`src/rtl/core/noise_floor_power_squelch_defines.svh`:
```
// Assertion macros for the noise floor power squelch.
// Included by the top level only; no other dependencies.
`ifndef NOISE_FLOOR_POWER_SQUELCH_DEFINES_SVH
`define NOISE_FLOOR_POWER_SQUELCH_DEFINES_SVH

`ifndef SYNTH

// condition must never be seen outside reset
`define NFPS_ASSERT_NEVER(lbl, clk, rst, cond) \
   lbl: assert property (@(posedge clk) disable iff (rst) !(cond)) \
      else $error("squelch check failed: forbidden condition seen");

// antecedent on a cycle forces the consequent in the following cycle
`define NFPS_ASSERT_NEXT(lbl, clk, rst, ante, cons) \
   lbl: assert property (@(posedge clk) disable iff (rst) (ante) |=> (cons)) \
      else $error("squelch check failed: expected follow-up not seen");

// antecedent forces the consequent in the same cycle
`define NFPS_ASSERT_IMPLY(lbl, clk, rst, ante, cons) \
   lbl: assert property (@(posedge clk) disable iff (rst) (ante) |-> (cons)) \
      else $error("squelch check failed: implication broken");

`else

`define NFPS_ASSERT_NEVER(lbl, clk, rst, cond)
`define NFPS_ASSERT_NEXT(lbl, clk, rst, ante, cons)
`define NFPS_ASSERT_IMPLY(lbl, clk, rst, ante, cons)

`endif

`endif

```
`src/rtl/core/nfps_pkg.sv`:
```
// Shared types and constants for the noise floor power squelch.
// No dependencies; used by every module of the block except nfps_fifo.
package nfps_pkg;

   // default datapath geometry
   localparam int SAMPLE_BITS_DEF = 16;
   localparam int FRAC_BITS_DEF   = 16;

   // shared multiplier: a chunk of the wide operand times the narrow one
   localparam int CHUNK_W     = 24;
   localparam int FACTOR_W    = 24;
   localparam int FACTOR_FRAC = 8;
   localparam int ALPHA_W     = 17;
   localparam int ALPHA_FRAC  = 16;
   localparam logic [ALPHA_W-1:0] ALPHA_ONE = 17'h10000;
   localparam int COUNT_W     = 16;

   // queue depths
   localparam int IQ_DEPTH = 4;
   localparam int OQ_DEPTH = 4;

   // register file
   localparam int CSR_INDEX_W = 2;
   localparam int CSR_DATA_W  = 24;
   localparam logic [CSR_INDEX_W-1:0] REG_SMOOTHING    = 2'd0;
   localparam logic [CSR_INDEX_W-1:0] REG_REL_FACTOR   = 2'd1;
   localparam logic [CSR_INDEX_W-1:0] REG_TAIL_LENGTH  = 2'd2;
   localparam logic [CSR_INDEX_W-1:0] REG_SETTLE_COUNT = 2'd3;

   localparam logic [ALPHA_W-1:0]  SMOOTHING_RST    = 17'd655;
   localparam logic [FACTOR_W-1:0] REL_FACTOR_RST   = 24'd2560;
   localparam logic [COUNT_W-1:0]  TAIL_LENGTH_RST  = 16'd16;
   localparam logic [COUNT_W-1:0]  SETTLE_COUNT_RST = 16'd100;

   // result kinds
   localparam logic KIND_SAMPLE = 1'b0;
   localparam logic KIND_MARKER = 1'b1;

   typedef struct packed {
      logic [ALPHA_W-1:0]  smoothing;
      logic [FACTOR_W-1:0] rel_factor;
      logic [COUNT_W-1:0]  tail_length;
      logic                load_settle;
      logic [COUNT_W-1:0]  settle_value;
   } cfg_type;

   typedef enum logic [2:0] {
      ST_IDLE,
      ST_FMUL,
      ST_FUPD,
      ST_FLOOR,
      ST_TMUL,
      ST_DECIDE,
      ST_SECOND
   } state_type;

endpackage

```
`src/rtl/core/nfps_fifo.sv`:
```
// Small first-in first-out queue built from a register array.
// Uses no package items; instantiated twice by the top level.
module nfps_fifo #(
   parameter int WIDTH = 8,
   parameter int DEPTH = 4
) (
   input  logic                       clock,
   input  logic                       reset,
   input  logic                       push,
   input  logic [WIDTH-1:0]           wdata,
   input  logic                       pop,
   output logic [WIDTH-1:0]           rdata,
   output logic                       full,
   output logic                       empty,
   output logic [$clog2(DEPTH+1)-1:0] count
);

   localparam int AW = (DEPTH > 1) ? $clog2(DEPTH) : 1;
   localparam int CW = $clog2(DEPTH+1);

   logic [WIDTH-1:0] store_ff [DEPTH];
   logic [AW-1:0]    wr_ptr_ff, wr_ptr_in;
   logic [AW-1:0]    rd_ptr_ff, rd_ptr_in;
   logic [CW-1:0]    count_ff, count_in;
   logic             do_push, do_pop;

   assign full    = (count_ff == CW'(DEPTH));
   assign empty   = (count_ff == '0);
   assign count   = count_ff;
   assign rdata   = store_ff[rd_ptr_ff];
   assign do_push = push && !full;
   assign do_pop  = pop && !empty;

   // advance pointers with wrap, track fill level
   always_comb begin
      wr_ptr_in = wr_ptr_ff;
      rd_ptr_in = rd_ptr_ff;
      count_in  = count_ff;
      if (do_push) begin
         wr_ptr_in = (wr_ptr_ff == AW'(DEPTH-1)) ? '0 : wr_ptr_ff + 1'b1;
      end
      if (do_pop) begin
         rd_ptr_in = (rd_ptr_ff == AW'(DEPTH-1)) ? '0 : rd_ptr_ff + 1'b1;
      end
      if (do_push && !do_pop) begin
         count_in = count_ff + 1'b1;
      end else if (do_pop && !do_push) begin
         count_in = count_ff - 1'b1;
      end
   end

   always_ff @(posedge clock) begin
      if (reset) begin
         wr_ptr_ff <= '0;
         rd_ptr_ff <= '0;
         count_ff  <= '0;
      end else begin
         wr_ptr_ff <= wr_ptr_in;
         rd_ptr_ff <= rd_ptr_in;
         count_ff  <= count_in;
      end
   end

   // write the beat into storage
   always_ff @(posedge clock) begin
      if (do_push) begin
         store_ff[wr_ptr_ff] <= wdata;
      end
   end

endmodule

```
`src/rtl/core/nfps_front.sv`:
```
// Front end: accepts samples and forms instantaneous power I*I+Q*Q.
// Two register stages (magnitude, squares) feeding the work queue.
module nfps_front #(
   parameter int SAMPLE_BITS = nfps_pkg::SAMPLE_BITS_DEF
) (
   input  logic                       clock,
   input  logic                       reset,
   input  logic                       push,
   output logic                       full,
   input  logic signed [SAMPLE_BITS-1:0] in_i,
   input  logic signed [SAMPLE_BITS-1:0] in_q,
   input  logic                       q_full,
   output logic                       q_push,
   output logic [4*SAMPLE_BITS-1:0]   q_wdata
);

   localparam int SB = SAMPLE_BITS;
   localparam int SW = 2 * SAMPLE_BITS;

   logic          a_valid_ff, a_valid_in;
   logic [SB-1:0] a_i_ff, a_i_in, a_q_ff, a_q_in;
   logic [SB-1:0] a_mi_ff, a_mi_in, a_mq_ff, a_mq_in;
   logic          b_valid_ff, b_valid_in;
   logic [SB-1:0] b_i_ff, b_i_in, b_q_ff, b_q_in;
   logic [SW-1:0] b_si_ff, b_si_in, b_sq_ff, b_sq_in;
   logic [SB-1:0] raw_i, raw_q;
   logic          a_adv, b_adv;
   logic [SW-1:0] power;

   assign raw_i = in_i;
   assign raw_q = in_q;

   // stage enables: a stage moves when it is empty or its successor moves
   assign b_adv = !b_valid_ff || !q_full;
   assign a_adv = !a_valid_ff || b_adv;
   assign full  = !a_adv;

   // stage A: hold sample, take magnitudes (most negative code maps to itself)
   always_comb begin
      a_valid_in = a_valid_ff;
      a_i_in     = a_i_ff;
      a_q_in     = a_q_ff;
      a_mi_in    = a_mi_ff;
      a_mq_in    = a_mq_ff;
      if (a_adv) begin
         a_valid_in = push;
         a_i_in     = raw_i;
         a_q_in     = raw_q;
         a_mi_in    = raw_i[SB-1] ? (~raw_i + 1'b1) : raw_i;
         a_mq_in    = raw_q[SB-1] ? (~raw_q + 1'b1) : raw_q;
      end
   end

   // stage B: squares, one multiplier per rail
   always_comb begin
      b_valid_in = b_valid_ff;
      b_i_in     = b_i_ff;
      b_q_in     = b_q_ff;
      b_si_in    = b_si_ff;
      b_sq_in    = b_sq_ff;
      if (b_adv) begin
         b_valid_in = a_valid_ff;
         b_i_in     = a_i_ff;
         b_q_in     = a_q_ff;
         b_si_in    = SW'(a_mi_ff) * SW'(a_mi_ff);
         b_sq_in    = SW'(a_mq_ff) * SW'(a_mq_ff);
      end
   end

   // sum of squares cannot exceed 2^(SW-1)
   assign power   = b_si_ff + b_sq_ff;
   assign q_push  = b_valid_ff && !q_full;
   assign q_wdata = {b_i_ff, b_q_ff, power};

   always_ff @(posedge clock) begin
      if (reset) begin
         a_valid_ff <= 1'b0;
         b_valid_ff <= 1'b0;
      end else begin
         a_valid_ff <= a_valid_in;
         b_valid_ff <= b_valid_in;
      end
   end

   always_ff @(posedge clock) begin
      a_i_ff  <= a_i_in;
      a_q_ff  <= a_q_in;
      a_mi_ff <= a_mi_in;
      a_mq_ff <= a_mq_in;
      b_i_ff  <= b_i_in;
      b_q_ff  <= b_q_in;
      b_si_ff <= b_si_in;
      b_sq_ff <= b_sq_in;
   end

endmodule

```
`src/rtl/core/nfps_back.sv`:
```
// Back end: smoothing filter, noise floor tracking and gate sequencer.
// Uses nfps_pkg; one shared chunked multiplier serves filter and threshold.
module nfps_back #(
   parameter int SAMPLE_BITS = nfps_pkg::SAMPLE_BITS_DEF,
   parameter int FRAC_BITS   = nfps_pkg::FRAC_BITS_DEF
) (
   input  logic                                   clock,
   input  logic                                   reset,
   input  nfps_pkg::cfg_type                      cfg,
   input  logic                                   iq_empty,
   input  logic [4*SAMPLE_BITS-1:0]               iq_rdata,
   output logic                                   iq_pop,
   input  logic [$clog2(nfps_pkg::OQ_DEPTH+1)-1:0] oq_count,
   output logic                                   oq_push,
   output logic [4*SAMPLE_BITS+3-1:0]             oq_wdata
);

   localparam int SB     = SAMPLE_BITS;
   localparam int SW     = 2 * SAMPLE_BITS;
   localparam int PB     = SW + FRAC_BITS;
   localparam int CW     = nfps_pkg::CHUNK_W;
   localparam int FW     = nfps_pkg::FACTOR_W;
   localparam int NCHUNK = (PB + CW - 1) / CW;
   localparam int OPA_W  = NCHUNK * CW;
   localparam int PROD_W = CW + FW;
   localparam int ACC_W  = OPA_W + FW;
   localparam int CNT_W  = $clog2(NCHUNK + 1);
   localparam int OQC_W  = $clog2(nfps_pkg::OQ_DEPTH + 1);
   localparam int TW     = nfps_pkg::COUNT_W;
   localparam logic [PB-1:0] FULL_SCALE = PB'(1) << (SW - 2 + FRAC_BITS);

   nfps_pkg::state_type st_ff, st_in;

   logic [PB-1:0]     avg_ff, avg_in;
   logic [PB-1:0]     floor_ff, floor_in;
   logic              gate_ff, gate_in;
   logic [TW-1:0]     settle_ff, settle_in;
   logic [TW-1:0]     tail_ff, tail_in;
   logic [CNT_W-1:0]  cnt_ff, cnt_in;
   logic [OPA_W-1:0]  opa_ff, opa_in;
   logic [FW-1:0]     b_ff, b_in;
   logic [PROD_W-1:0] prod_ff, prod_in;
   logic [ACC_W-1:0]  acc_ff, acc_in;
   logic              up_ff, up_in;
   logic [SB-1:0]     i_ff, i_in, q_ff, q_in;

   logic [SB-1:0]     head_i, head_q;
   logic [PB-1:0]     head_x, diff, step, floor_new, thr;
   logic [nfps_pkg::ALPHA_W-1:0] alpha;
   logic [CW-1:0]     chunk;
   logic [SW-1:0]     level;
   logic              go, mul_done, up_now, sat, close_now, open_now, two_out;

   // unpack the queue head; power gains its fraction bits here
   assign head_i = iq_rdata[4*SB-1 -: SB];
   assign head_q = iq_rdata[3*SB-1 -: SB];
   assign head_x = {iq_rdata[SW-1:0], {FRAC_BITS{1'b0}}};

   assign go       = !iq_empty && (oq_count <= OQC_W'(nfps_pkg::OQ_DEPTH - 2));
   assign mul_done = (cnt_ff == CNT_W'(NCHUNK));

   // clamp alpha to one
   assign alpha = cfg.smoothing[nfps_pkg::ALPHA_W-1] ? nfps_pkg::ALPHA_ONE : cfg.smoothing;

   // filter direction and distance
   assign up_now = (head_x >= avg_ff);
   assign diff   = up_now ? (head_x - avg_ff) : (avg_ff - head_x);
   assign step   = acc_ff[nfps_pkg::ALPHA_FRAC +: PB];

   // floor tracking after the settle count runs out
   assign floor_new = (settle_ff == '0 && avg_ff < floor_ff) ? avg_ff : floor_ff;

   // shared multiplier, top chunk first
   assign chunk = opa_ff[OPA_W-1 -: CW];

   // threshold with saturation, gate decision
   always_comb begin
      sat       = |acc_ff[ACC_W-1:PB+nfps_pkg::FACTOR_FRAC];
      thr       = sat ? {PB{1'b1}} : acc_ff[nfps_pkg::FACTOR_FRAC +: PB];
      close_now = gate_ff && (avg_ff < thr);
      open_now  = !gate_ff && (avg_ff >= thr);
      two_out   = close_now && (cfg.tail_length != '0);
   end

   assign level = avg_ff[FRAC_BITS +: SW];

   // next state
   always_comb begin
      st_in = st_ff;
      case (st_ff)
         nfps_pkg::ST_IDLE: begin
            if (go) st_in = nfps_pkg::ST_FMUL;
         end
         nfps_pkg::ST_FMUL: begin
            if (mul_done) st_in = nfps_pkg::ST_FUPD;
         end
         nfps_pkg::ST_FUPD:  st_in = nfps_pkg::ST_FLOOR;
         nfps_pkg::ST_FLOOR: st_in = nfps_pkg::ST_TMUL;
         nfps_pkg::ST_TMUL: begin
            if (mul_done) st_in = nfps_pkg::ST_DECIDE;
         end
         nfps_pkg::ST_DECIDE: begin
            st_in = two_out ? nfps_pkg::ST_SECOND : nfps_pkg::ST_IDLE;
         end
         nfps_pkg::ST_SECOND: st_in = nfps_pkg::ST_IDLE;
         default:             st_in = nfps_pkg::ST_IDLE;
      endcase
   end

   // queue handshakes and result beats
   always_comb begin
      iq_pop   = 1'b0;
      oq_push  = 1'b0;
      oq_wdata = {nfps_pkg::KIND_SAMPLE, {SB{1'b0}}, {SB{1'b0}}, 1'b0, level, 1'b1};
      case (st_ff)
         nfps_pkg::ST_IDLE: iq_pop = go;
         nfps_pkg::ST_DECIDE: begin
            if (close_now) begin
               oq_push  = 1'b1;
               oq_wdata = {nfps_pkg::KIND_MARKER, {SB{1'b0}}, {SB{1'b0}}, 1'b0, level,
                           !two_out};
            end else if (open_now) begin
               oq_push  = 1'b1;
               oq_wdata = {nfps_pkg::KIND_SAMPLE, i_ff, q_ff, 1'b1, level, 1'b1};
            end else if (gate_ff) begin
               oq_push  = 1'b1;
               oq_wdata = {nfps_pkg::KIND_SAMPLE, i_ff, q_ff, 1'b0, level, 1'b1};
            end else if (tail_ff != '0) begin
               oq_push  = 1'b1;
            end
         end
         nfps_pkg::ST_SECOND: oq_push = 1'b1;
         default: ;
      endcase
   end

   // datapath next values
   always_comb begin
      avg_in    = avg_ff;
      floor_in  = floor_ff;
      gate_in   = gate_ff;
      settle_in = settle_ff;
      tail_in   = tail_ff;
      cnt_in    = cnt_ff;
      opa_in    = opa_ff;
      b_in      = b_ff;
      prod_in   = prod_ff;
      acc_in    = acc_ff;
      up_in     = up_ff;
      i_in      = i_ff;
      q_in      = q_ff;
      case (st_ff)
         nfps_pkg::ST_IDLE: begin
            if (go) begin
               up_in  = up_now;
               opa_in = OPA_W'(diff);
               b_in   = FW'(alpha);
               cnt_in = '0;
               i_in   = head_i;
               q_in   = head_q;
            end
         end
         nfps_pkg::ST_FMUL, nfps_pkg::ST_TMUL: begin
            prod_in = PROD_W'(chunk) * PROD_W'(b_ff);
            opa_in  = opa_ff << CW;
            acc_in  = (cnt_ff == '0) ? '0 : ((acc_ff << CW) + ACC_W'(prod_ff));
            if (!mul_done) cnt_in = cnt_ff + 1'b1;
         end
         nfps_pkg::ST_FUPD: begin
            avg_in = up_ff ? (avg_ff + step) : (avg_ff - step);
         end
         nfps_pkg::ST_FLOOR: begin
            if (settle_ff != '0) settle_in = settle_ff - 1'b1;
            floor_in = floor_new;
            opa_in   = OPA_W'(floor_new);
            b_in     = cfg.rel_factor;
            cnt_in   = '0;
         end
         nfps_pkg::ST_DECIDE: begin
            if (close_now) begin
               gate_in = 1'b0;
               tail_in = two_out ? (cfg.tail_length - 1'b1) : '0;
            end else if (open_now) begin
               gate_in = 1'b1;
            end else if (!gate_ff && tail_ff != '0) begin
               tail_in = tail_ff - 1'b1;
            end
         end
         default: ;
      endcase
      // rewrite of the settle count reloads the countdown
      if (cfg.load_settle) settle_in = cfg.settle_value;
   end

   always_ff @(posedge clock) begin
      if (reset) begin
         st_ff     <= nfps_pkg::ST_IDLE;
         avg_ff    <= '0;
         floor_ff  <= FULL_SCALE;
         gate_ff   <= 1'b0;
         settle_ff <= nfps_pkg::SETTLE_COUNT_RST;
         tail_ff   <= '0;
         cnt_ff    <= '0;
      end else begin
         st_ff     <= st_in;
         avg_ff    <= avg_in;
         floor_ff  <= floor_in;
         gate_ff   <= gate_in;
         settle_ff <= settle_in;
         tail_ff   <= tail_in;
         cnt_ff    <= cnt_in;
      end
   end

   always_ff @(posedge clock) begin
      opa_ff  <= opa_in;
      b_ff    <= b_in;
      prod_ff <= prod_in;
      acc_ff  <= acc_in;
      up_ff   <= up_in;
      i_ff    <= i_in;
      q_ff    <= q_in;
   end

endmodule

```
`src/rtl/core/noise_floor_power_squelch.sv`:
```
// Top level of the noise floor power squelch: registers, queues, front and back.
// Depends on nfps_pkg, nfps_fifo, nfps_front, nfps_back and the defines header.
//
//   channel | direction | handshake          | payload
//   req     | in        | push / full        | req_in_i, req_in_q
//   rsp     | out       | pop / empty        | kind, out_i, out_q, burst_start, power_level, last
//   csr     | in        | valid / ready      | csr_index, csr_wdata
//
// The back end finishes one sample before it takes the next; the shared 24-bit chunk
// multiplier serves it once for the filter and once for the threshold, and a gate that
// closes with a tail adds a second result beat.
// Reset is synchronous; it empties both queues and reloads registers and filter state.
// The front end stalls (full) when the work queue fills; the back end waits for two free
// result slots before starting a sample, so a stalled pop never drops a result.
`include "noise_floor_power_squelch_defines.svh"

module noise_floor_power_squelch #(
   parameter int SAMPLE_BITS = nfps_pkg::SAMPLE_BITS_DEF,
   parameter int FRAC_BITS   = nfps_pkg::FRAC_BITS_DEF
) (
   input  logic                                clock,
   input  logic                                reset,
   // sample input
   input  logic                                push,
   output logic                                full,
   input  logic signed [SAMPLE_BITS-1:0]       req_in_i,
   input  logic signed [SAMPLE_BITS-1:0]       req_in_q,
   // results
   output logic                                empty,
   input  logic                                pop,
   output logic                                rsp_kind,
   output logic signed [SAMPLE_BITS-1:0]       rsp_out_i,
   output logic signed [SAMPLE_BITS-1:0]       rsp_out_q,
   output logic                                rsp_burst_start,
   output logic [2*SAMPLE_BITS-1:0]            rsp_power_level,
   output logic                                rsp_last,
   // register writes
   input  logic                                valid,
   output logic                                ready,
   input  logic [nfps_pkg::CSR_INDEX_W-1:0]    csr_index,
   input  logic [nfps_pkg::CSR_DATA_W-1:0]     csr_wdata
);

   localparam int SB    = SAMPLE_BITS;
   localparam int SW    = 2 * SAMPLE_BITS;
   localparam int IQ_W  = 4 * SAMPLE_BITS;
   localparam int OQ_W  = 4 * SAMPLE_BITS + 3;
   localparam int IQC_W = $clog2(nfps_pkg::IQ_DEPTH + 1);
   localparam int OQC_W = $clog2(nfps_pkg::OQ_DEPTH + 1);

   logic [nfps_pkg::ALPHA_W-1:0]  smoothing_ff, smoothing_in;
   logic [nfps_pkg::FACTOR_W-1:0] rel_factor_ff, rel_factor_in;
   logic [nfps_pkg::COUNT_W-1:0]  tail_length_ff, tail_length_in;
   logic                          wr_beat;
   nfps_pkg::cfg_type             cfg;

   logic              iq_push, iq_pop, iq_full, iq_empty;
   logic [IQ_W-1:0]   iq_wdata, iq_rdata;
   logic [IQC_W-1:0]  iq_count;
   logic              oq_push, oq_full;
   logic [OQ_W-1:0]   oq_wdata, oq_rdata;
   logic [OQC_W-1:0]  oq_count;

   // register port always takes a beat
   assign ready   = 1'b1;
   assign wr_beat = valid && ready;

   // decode register writes
   always_comb begin
      smoothing_in   = smoothing_ff;
      rel_factor_in  = rel_factor_ff;
      tail_length_in = tail_length_ff;
      if (wr_beat) begin
         case (csr_index)
            nfps_pkg::REG_SMOOTHING:   smoothing_in   = csr_wdata[nfps_pkg::ALPHA_W-1:0];
            nfps_pkg::REG_REL_FACTOR:  rel_factor_in  = csr_wdata[nfps_pkg::FACTOR_W-1:0];
            nfps_pkg::REG_TAIL_LENGTH: tail_length_in = csr_wdata[nfps_pkg::COUNT_W-1:0];
            default: ;
         endcase
      end
   end

   always_ff @(posedge clock) begin
      if (reset) begin
         smoothing_ff   <= nfps_pkg::SMOOTHING_RST;
         rel_factor_ff  <= nfps_pkg::REL_FACTOR_RST;
         tail_length_ff <= nfps_pkg::TAIL_LENGTH_RST;
      end else begin
         smoothing_ff   <= smoothing_in;
         rel_factor_ff  <= rel_factor_in;
         tail_length_ff <= tail_length_in;
      end
   end

   // settle count lives in the back end as its countdown
   always_comb begin
      cfg.smoothing    = smoothing_ff;
      cfg.rel_factor   = rel_factor_ff;
      cfg.tail_length  = tail_length_ff;
      cfg.load_settle  = wr_beat && (csr_index == nfps_pkg::REG_SETTLE_COUNT);
      cfg.settle_value = csr_wdata[nfps_pkg::COUNT_W-1:0];
   end

   nfps_front #(
      .SAMPLE_BITS (SAMPLE_BITS)
   ) u_front (
      .clock   (clock),
      .reset   (reset),
      .push    (push),
      .full    (full),
      .in_i    (req_in_i),
      .in_q    (req_in_q),
      .q_full  (iq_full),
      .q_push  (iq_push),
      .q_wdata (iq_wdata)
   );

   nfps_fifo #(
      .WIDTH (IQ_W),
      .DEPTH (nfps_pkg::IQ_DEPTH)
   ) u_work_q (
      .clock (clock),
      .reset (reset),
      .push  (iq_push),
      .wdata (iq_wdata),
      .pop   (iq_pop),
      .rdata (iq_rdata),
      .full  (iq_full),
      .empty (iq_empty),
      .count (iq_count)
   );

   nfps_back #(
      .SAMPLE_BITS (SAMPLE_BITS),
      .FRAC_BITS   (FRAC_BITS)
   ) u_back (
      .clock    (clock),
      .reset    (reset),
      .cfg      (cfg),
      .iq_empty (iq_empty),
      .iq_rdata (iq_rdata),
      .iq_pop   (iq_pop),
      .oq_count (oq_count),
      .oq_push  (oq_push),
      .oq_wdata (oq_wdata)
   );

   nfps_fifo #(
      .WIDTH (OQ_W),
      .DEPTH (nfps_pkg::OQ_DEPTH)
   ) u_result_q (
      .clock (clock),
      .reset (reset),
      .push  (oq_push),
      .wdata (oq_wdata),
      .pop   (pop),
      .rdata (oq_rdata),
      .full  (oq_full),
      .empty (empty),
      .count (oq_count)
   );

   // unpack the oldest result
   assign rsp_kind        = oq_rdata[OQ_W-1];
   assign rsp_out_i       = oq_rdata[OQ_W-2 -: SB];
   assign rsp_out_q       = oq_rdata[OQ_W-2-SB -: SB];
   assign rsp_burst_start = oq_rdata[SW+1];
   assign rsp_power_level = oq_rdata[SW:1];
   assign rsp_last        = oq_rdata[0];

   // checks
   `NFPS_ASSERT_NEVER(a_result_overflow, clock, reset, oq_push && oq_full)
   `NFPS_ASSERT_NEVER(a_work_underflow, clock, reset, iq_pop && iq_empty)
   `NFPS_ASSERT_NEXT(a_result_visible, clock, reset, oq_push, !empty)
   `NFPS_ASSERT_IMPLY(a_work_count, clock, reset, iq_full, iq_count == IQC_W'(nfps_pkg::IQ_DEPTH))

endmodule
```
`config.mk`:
```
export PLATFORM = sky130hd
export DESIGN_NAME = noise_floor_power_squelch
export DESIGN_NICKNAME = d
export VERILOG_FILES = /design/src/rtl/core/nfps_pkg.sv /design/src/rtl/core/nfps_fifo.sv /design/src/rtl/core/nfps_front.sv /design/src/rtl/core/nfps_back.sv /design/src/rtl/core/noise_floor_power_squelch.sv
export VERILOG_INCLUDE_DIRS = /design/src /design/src/rtl/core
export SDC_FILE = /design/constraint.sdc
export NUM_CORES = 2
export LEC_CHECK = 0
export CAP_MARGIN = 20
export CORE_MARGIN = 4
export CORE_UTILIZATION = 55
export DETAILED_ROUTE_END_ITERATION = 10
export DONT_BUFFER_PORTS = 1
export GPL_TIMING_DRIVEN = 0
export HOLD_SLACK_MARGIN = 0.06
export PLACE_DENSITY_LB_ADDON = 0.12
export SYNTH_ARGS = -nofsm -noshare
export SYNTH_HDL_FRONTEND = slang
export SYNTH_SLANG_ARGS = --single-unit
```
`constraint.sdc`:
```
create_clock -name clock -period 6.7 [get_ports clock]
set_clock_uncertainty 0.2 [all_clocks]
set_input_delay 1.005 -clock clock [delete_from_list [all_inputs] [get_ports clock]]
set_output_delay 1.005 -clock clock [all_outputs]
set_load 0.02 [all_outputs]
```
# Yosys cells after proc, flatten, opt, wreduce, memory -nomap -nowiden
# Memories as Yosys holds them, arrays and structs flattened. A register that Yosys moved wholly into a read port is not among the register bits.
# Index checks and enable logic that the tools add are counted.
op_classes:
  addsub: 20
  n_mul: 3
  order_cmp: 5
  eq_ne: 21
  n_mux: 54
  n_bitwise: 2
  n_reduce_logical: 61
op_table:
  columns: ["cell", "n"]
  rows:
  - ["two-way mux 48 bit", 5]
  - ["two-way mux 67 bit", 3]
  - ["one-hot mux 48 bit (3 select lines)", 1]
  - ["subtractor 48 bit", 3]
  - ["two-way mux 16 bit", 7]
  - [">= comparator 48 bit", 2]
  - ["< comparator 48 bit", 2]
  - ["adder 72 x 48 -> 72 bit", 1]
  - ["two-way mux 66 bit", 1]
  - ["multiplier 16 x 16 -> 32 bit", 2]
  - ["adder 48 bit", 1]
  - ["multiplier 24 x 24 -> 48 bit", 1]
  - ["one-hot mux 24 bit (2 select lines)", 1]
  - ["nonzero test 16 bit", 3]
  - ["subtractor 16 x 1 -> 16 bit (second input constant)", 3]
  - ["adder 16 x 1 -> 16 bit (second input constant)", 2]
  - ["adder 32 bit", 1]
  - ["inverter 16 bit", 2]
  - ["two-way mux 15 bit", 2]
  - ["two-way mux 24 bit", 1]
  - ["two-way mux 3 bit", 8]
  - ["two-way mux 2 bit", 10]
  - ["one-hot mux 3 bit (6 select lines)", 1]
  - ["two-way mux 17 bit", 1]
  - ["other kinds (26)", 102]
word_totals:
  ff_bits: 592
  ramBits: 524
  input_bits: 63
  out_inout_bits: 70
  elab_cells: 203
  mem_count: 2
memory_table:
  columns: ["memory", "words", "word_bits", "read_ports", "rd_ports_with_merged_regs", "write_ports", "line_no", "source"]
  rows:
  - ["u_result_q.store_ff", 4, 67, 1, 1, 1, "nfps_fifo.sv:21", "logic [WIDTH-1:0] store_ff [DEPTH];"]
  - ["u_work_q.store_ff", 4, 64, 1, 1, 1, "nfps_fifo.sv:21", null]

# Longest topological paths before layout
depth:
  depth_word: 12
  mapped_depth: 28
  ltp_nobuf: 26

# Modules after synthesis
# From an unflattened synthesis, not the netlist that was laid out.
unflattened:
  hier_cells: 8336
  area_unflattened_um2: 88826.4
by_module_without_submodules:
  columns: ["module", "instances", "cells_each", "area_per_inst_um2", "seq_area_each_um2"]
  rows:
  - ["nfps_back", 1, 5172, 45162.1, 9439.1]
  - ["nfps_front", 1, 2151, 21379.3, 4664.5]
  - ["nfps_fifo at u_result_q", 1, 400, 10172.3, 8227.9]
  - ["nfps_fifo at u_work_q", 1, 384, 9733.1, 7867.5]
  - ["noise_floor_power_squelch", 1, 229, 2379.8, 1141.1]

# Worst setup path before layout
# OpenSTA, ideal clock, no wires.
synth_timing:
  path_kind: "register to register"
  from: "register u_back.opa_ff[43]"
  to: "register u_back.prod_ff[44], data pin"
  setup_ns: 0.266
  t_arrival_ns: 6.663
  required_time_ns: 6.234
  setup_slack_ns: -0.429
  path_stages_with_launch: 26
  path_buffers: 2
  synth_period_minus_slack_ns: 7.129
  path_cell_list: "edfxtp_1 clkbuf_1 and2_1 fa_1 fa_1 inv_1 fa_1 fa_1 inv_1 fa_1 fa_1 inv_1 fa_1 inv_1 ha_1 clkbuf_1 nand3_1 a211o_1 a41oi_1 o41a_1 a21oi_1 o31ai_1 a41o_1 nor4_1 nor3_1 xor2_1"
synth_between:
  elab_chain_cells: 1
synth_rtl:
  columns: ["element", "line_no", "source"]
  rows:
  - ["start: declaration", "nfps_back.sv:40", "logic [OPA_W-1:0] opa_ff, opa_in;"]
  - ["start signal: assignment", "nfps_back.sv:216", "opa_ff <= opa_in;"]
  - ["multiplier 24 x 24 -> 48 bit", "nfps_back.sv:164", "prod_in = PROD_W'(chunk) * PROD_W'(b_ff);"]
  - ["end signal: assignment", "nfps_back.sv:218", "prod_ff <= prod_in;"]
  - ["end: declaration", "nfps_back.sv:42", "logic [PROD_W-1:0] prod_ff, prod_in;"]
# No other way between the ends.
# A chain may end at the register's enable or synchronous reset.

# Worst setup path in the final report
layout_timing:
  from: "register u_back.b_ff[13]"
  to: "register u_back.prod_ff[46], data pin"
layout_between:
  elab_chain_cells: 1
layout_rtl:
  columns: ["element", "line_no", "source"]
  rows:
  - ["start: declaration", "nfps_back.sv:41", "logic [FW-1:0] b_ff, b_in;"]
  - ["start signal: assignment", "nfps_back.sv:217", "b_ff <= b_in;"]
  - ["multiplier 24 x 24 -> 48 bit", "nfps_back.sv:164", null]
# No other way between the ends.

==> flow_summary.ini <==
[grt]
grt_overflow_total = 0
antenna_found_initial = 7
grt_pass1_wl_um = 386000
grt_max_degree = 71
track_usage = 0.311
grt_pass1_vias = 63000

[synth]
syn_avg_cell_area_um2 = 10.6
ys_top_cells_by_area = edfxtp_1 (31%), fa_1 (19%), ha_1 (9.3%), inv_1 (5.3%), dfxtp_1 (4.8%)
netlist.area_leader.share = 0.310
seq_area_frac_synth = 0.358
synth_ff_type = edfxtp_1
synthTopCellsByCount = inv_1 (1,231), nand2_1 (924), edfxtp_1 (903)
ys_types = 115
syn_nets = 9800
synth_edf_count = 903
ys_seq_elements = 1114
syn_area_mm2 = 0.0875
yosysMostFrequentCell = inv_1
async_flop_share = 0
synthCells = 8271
synth-warning-count = 0
synth_top_area_cell = edfxtp_1

[clock_tree]
cts_tree = done
cts_hold_buf = 0
cts_buffer_depth = 3
numCtsBuffers = 115
cts_root_buf = clkbuf_16
clk_pin_slew_ns = 0.06
clkLatencyLatePin_ns = 0.79
cts_htree_levels = 3
clock_sink_count = 1114

[setup_path]
critPathMaxFanout = 4
critical-path-top-delay-family = adder cells
cp.required_ns = 7.04
crit_slowest_cell = fa_1
worstPathBufferInverterCount = 7
cp-start-kind = register
slowest_delay_ns = 0.58
crit_arrival_ns = 7.86
endpoint_kind = register
path_common_cell = fa_1
critPathKind = register to register

[worst_hold_path]
hp-class = input pin to register

[floorplan]
core_area_mm2 = 0.158
die_x_um = 407
initial_core_util = 0.553
io_pins = 133
fp.dieH_um = 407
rows = 146
die_area_mm2 = 0.165

[routing]
wl_per_cell_um = 23.8
viasPerCell = 5.80
route.vias.total = 62400
drt-met1-wl_um = 103000
dr_wl_met3_um = 19500
wirelength_um = 256000
drc = 0
wl_met2_um = 120000
detail-route-antenna-nets = 0
top_signal_layer_used = met5
dr.first_iter.drc_count = 4965
dr.pass1.iters = 7

[timing]
finalCritPeriodShare = 1.12
drv_slew = 0
period_minus_slack_ns = 7.52
fmax_ghz = 0.133
worst_slew_pin_slew_ns = 1.15
rsz0062_at_grt = yes
setup_viol = 26
hold_violations = 0
setup_ws_ns = -0.821
relSlewSlack = 0.234
setup_tns_ns = -13.57

[flow_run]
max-cap-violations = 0

[run_status]
run_status = complete, but fails checks
violations = setup timing

[cells_and_area]
nFillCells = 12900
area_delta_synth_final_pct = 11.8
num-nets-final = 10100
drive_gt1_frac = 0.109
stdcell_area_mm2 = 0.0977

[placed_design]
place_congestion = 1.01
port_buffers = 0
post-dp-hpwl_um = 201000
dpl_cell_area_mm2 = 0.0907
state kept, by name, summed over array words and instances, names as in the netlist, 17 cells and up, named ones only:
name,count
rel_factor_ff,24
smoothing_ff,17
u_back.acc_ff,72
u_back.avg_ff,48
u_back.b_ff,24
u_back.floor_ff,48
u_back.opa_ff,48
u_back.prod_ff,48
u_front.b_si_ff,31
u_front.b_sq_ff,31
u_result_q.store_ff,268
u_work_q.store_ff,256
worst reg2reg max path: stages (launching register included):
cell and delay (ns):
edfxtp_1 0.56, buf_4 0.22, and2_4 0.15, fa_1 0.55
inv_2 0.05, fa_1 0.54, inv_2 0.05, fa_1 0.54
inv_2 0.04, fa_1 0.49, inv_2 0.04, fa_1 0.49
fa_1 0.53, inv_2 0.05, fa_1 0.58, inv_2 0.06
ha_4 0.29, nand3_2 0.06, a211o_1 0.26, a41oi_2 0.19
o41a_1 0.27, a21oi_4 0.12, o31ai_4 0.28, a41o_1 0.29
o21ai_1 0.09, o21ai_1 0.16, xor2_1 0.22
cell usage in the layout (no fill, tap or decap), types with 167 or more instances in the layout:
cell	n
edfxtp_1	903
a21oi_1	451
fa_1	804
nand2_1	914
buf_4	167
and2_1	433
ha_1	619
clkbuf_1	185
dfxtp_1	210
o21ai_0	193
inv_1	1198
nor2_1	430
xnor2_1	184
through the flow:
| step | setup slack (ns) | util | hold WS (ns) | cells |
|---|---|---|---|---|
| CTS | -0.709 | 0.611 | 0.0663 | 10700 |
| detailed placement | -1.48 | 0.573 | 0.205 | 10400 |
| floorplan | -0.0795 | - | 0.200 | 8271 |
| global placement | -2.95 | 0.571 | 0.202 | 10300 |
| global route | -1.01 | 0.618 | 0.0929 | 10800 |
| finish | -0.821 | 0.618 | 0.134 | 10800 |
path summary, 6_finish.rpt:
| path | start | to | slack (ns) | cells after the start |
|---|---|---|---|---|
| worst max register to register | u_back.b_ff[13] | u_back.prod_ff[46] | -0.82 | 26 |
| worst min register to register | u_front.a_i_ff[1] | u_front.b_i_ff[1] | 0.22 | 0 |
| worst max-delay path | u_back.b_ff[13] | u_back.prod_ff[46] | -0.82 | 26 |
| worst min-delay path | req_in_q[0] | u_front.a_mq_ff[0] | 0.13 | 0 |
layout make-up:
| cell class | count | area [um^2] | share of cell area |
|---|---|---|---|
| Clock buffer | 158 | 3160 | 0.0323 |
| Inverter | 1233 | 4640 | 0.0475 |
| Tap cell | 2072 | 2590 | 0.0265 |
| Clock inverter | 59 | 759 | 0.00777 |
| Multi-Input combinational cell | 5582 | 51300 | 0.525 |
| Antenna cell | 6 | 15.0 | 0.000154 |
| Buffer | 332 | 2060 | 0.0211 |
| Timing Repair Buffer | 199 | 1880 | 0.0192 |
| Sequential cell | 1114 | 31300 | 0.321 |
logic make-up (layout without fill, tap and decap cells):
kind of cell	count (synthesis)	count (layout)	synth area share
fa+ha+maj	1466	1466	0.280
other cells	1	7	0.0000429
buf+inv	1575	1981	0.0691
simple gates	2329	2329	0.128
xor+xnor	328	328	0.0331
flops	1114	1114	0.358
mux	165	165	0.0377
compound gates	1293	1293	0.0941
metal layers:
metal,global-route usage,up-vias
met5,0.00268,-
met3,0.0617,559
met1,0.405,31100
li1,-,28400
met2,0.504,2300
met4,0.144,6
timing repair:
| item | 4_1_cts | 5_1_grt |
|---|---|---|
| cloned | 1 | 1 |
| setup buffers | 124 | 59 |
| setup endpoints to repair | 490 | 396 |
| pin swaps | 64 | 106 |
| resized for setup | 318 | 219 |
Power is not shown: default switching activity piles up to over one toggle a cycle in this logic, so the estimate is an artifact.
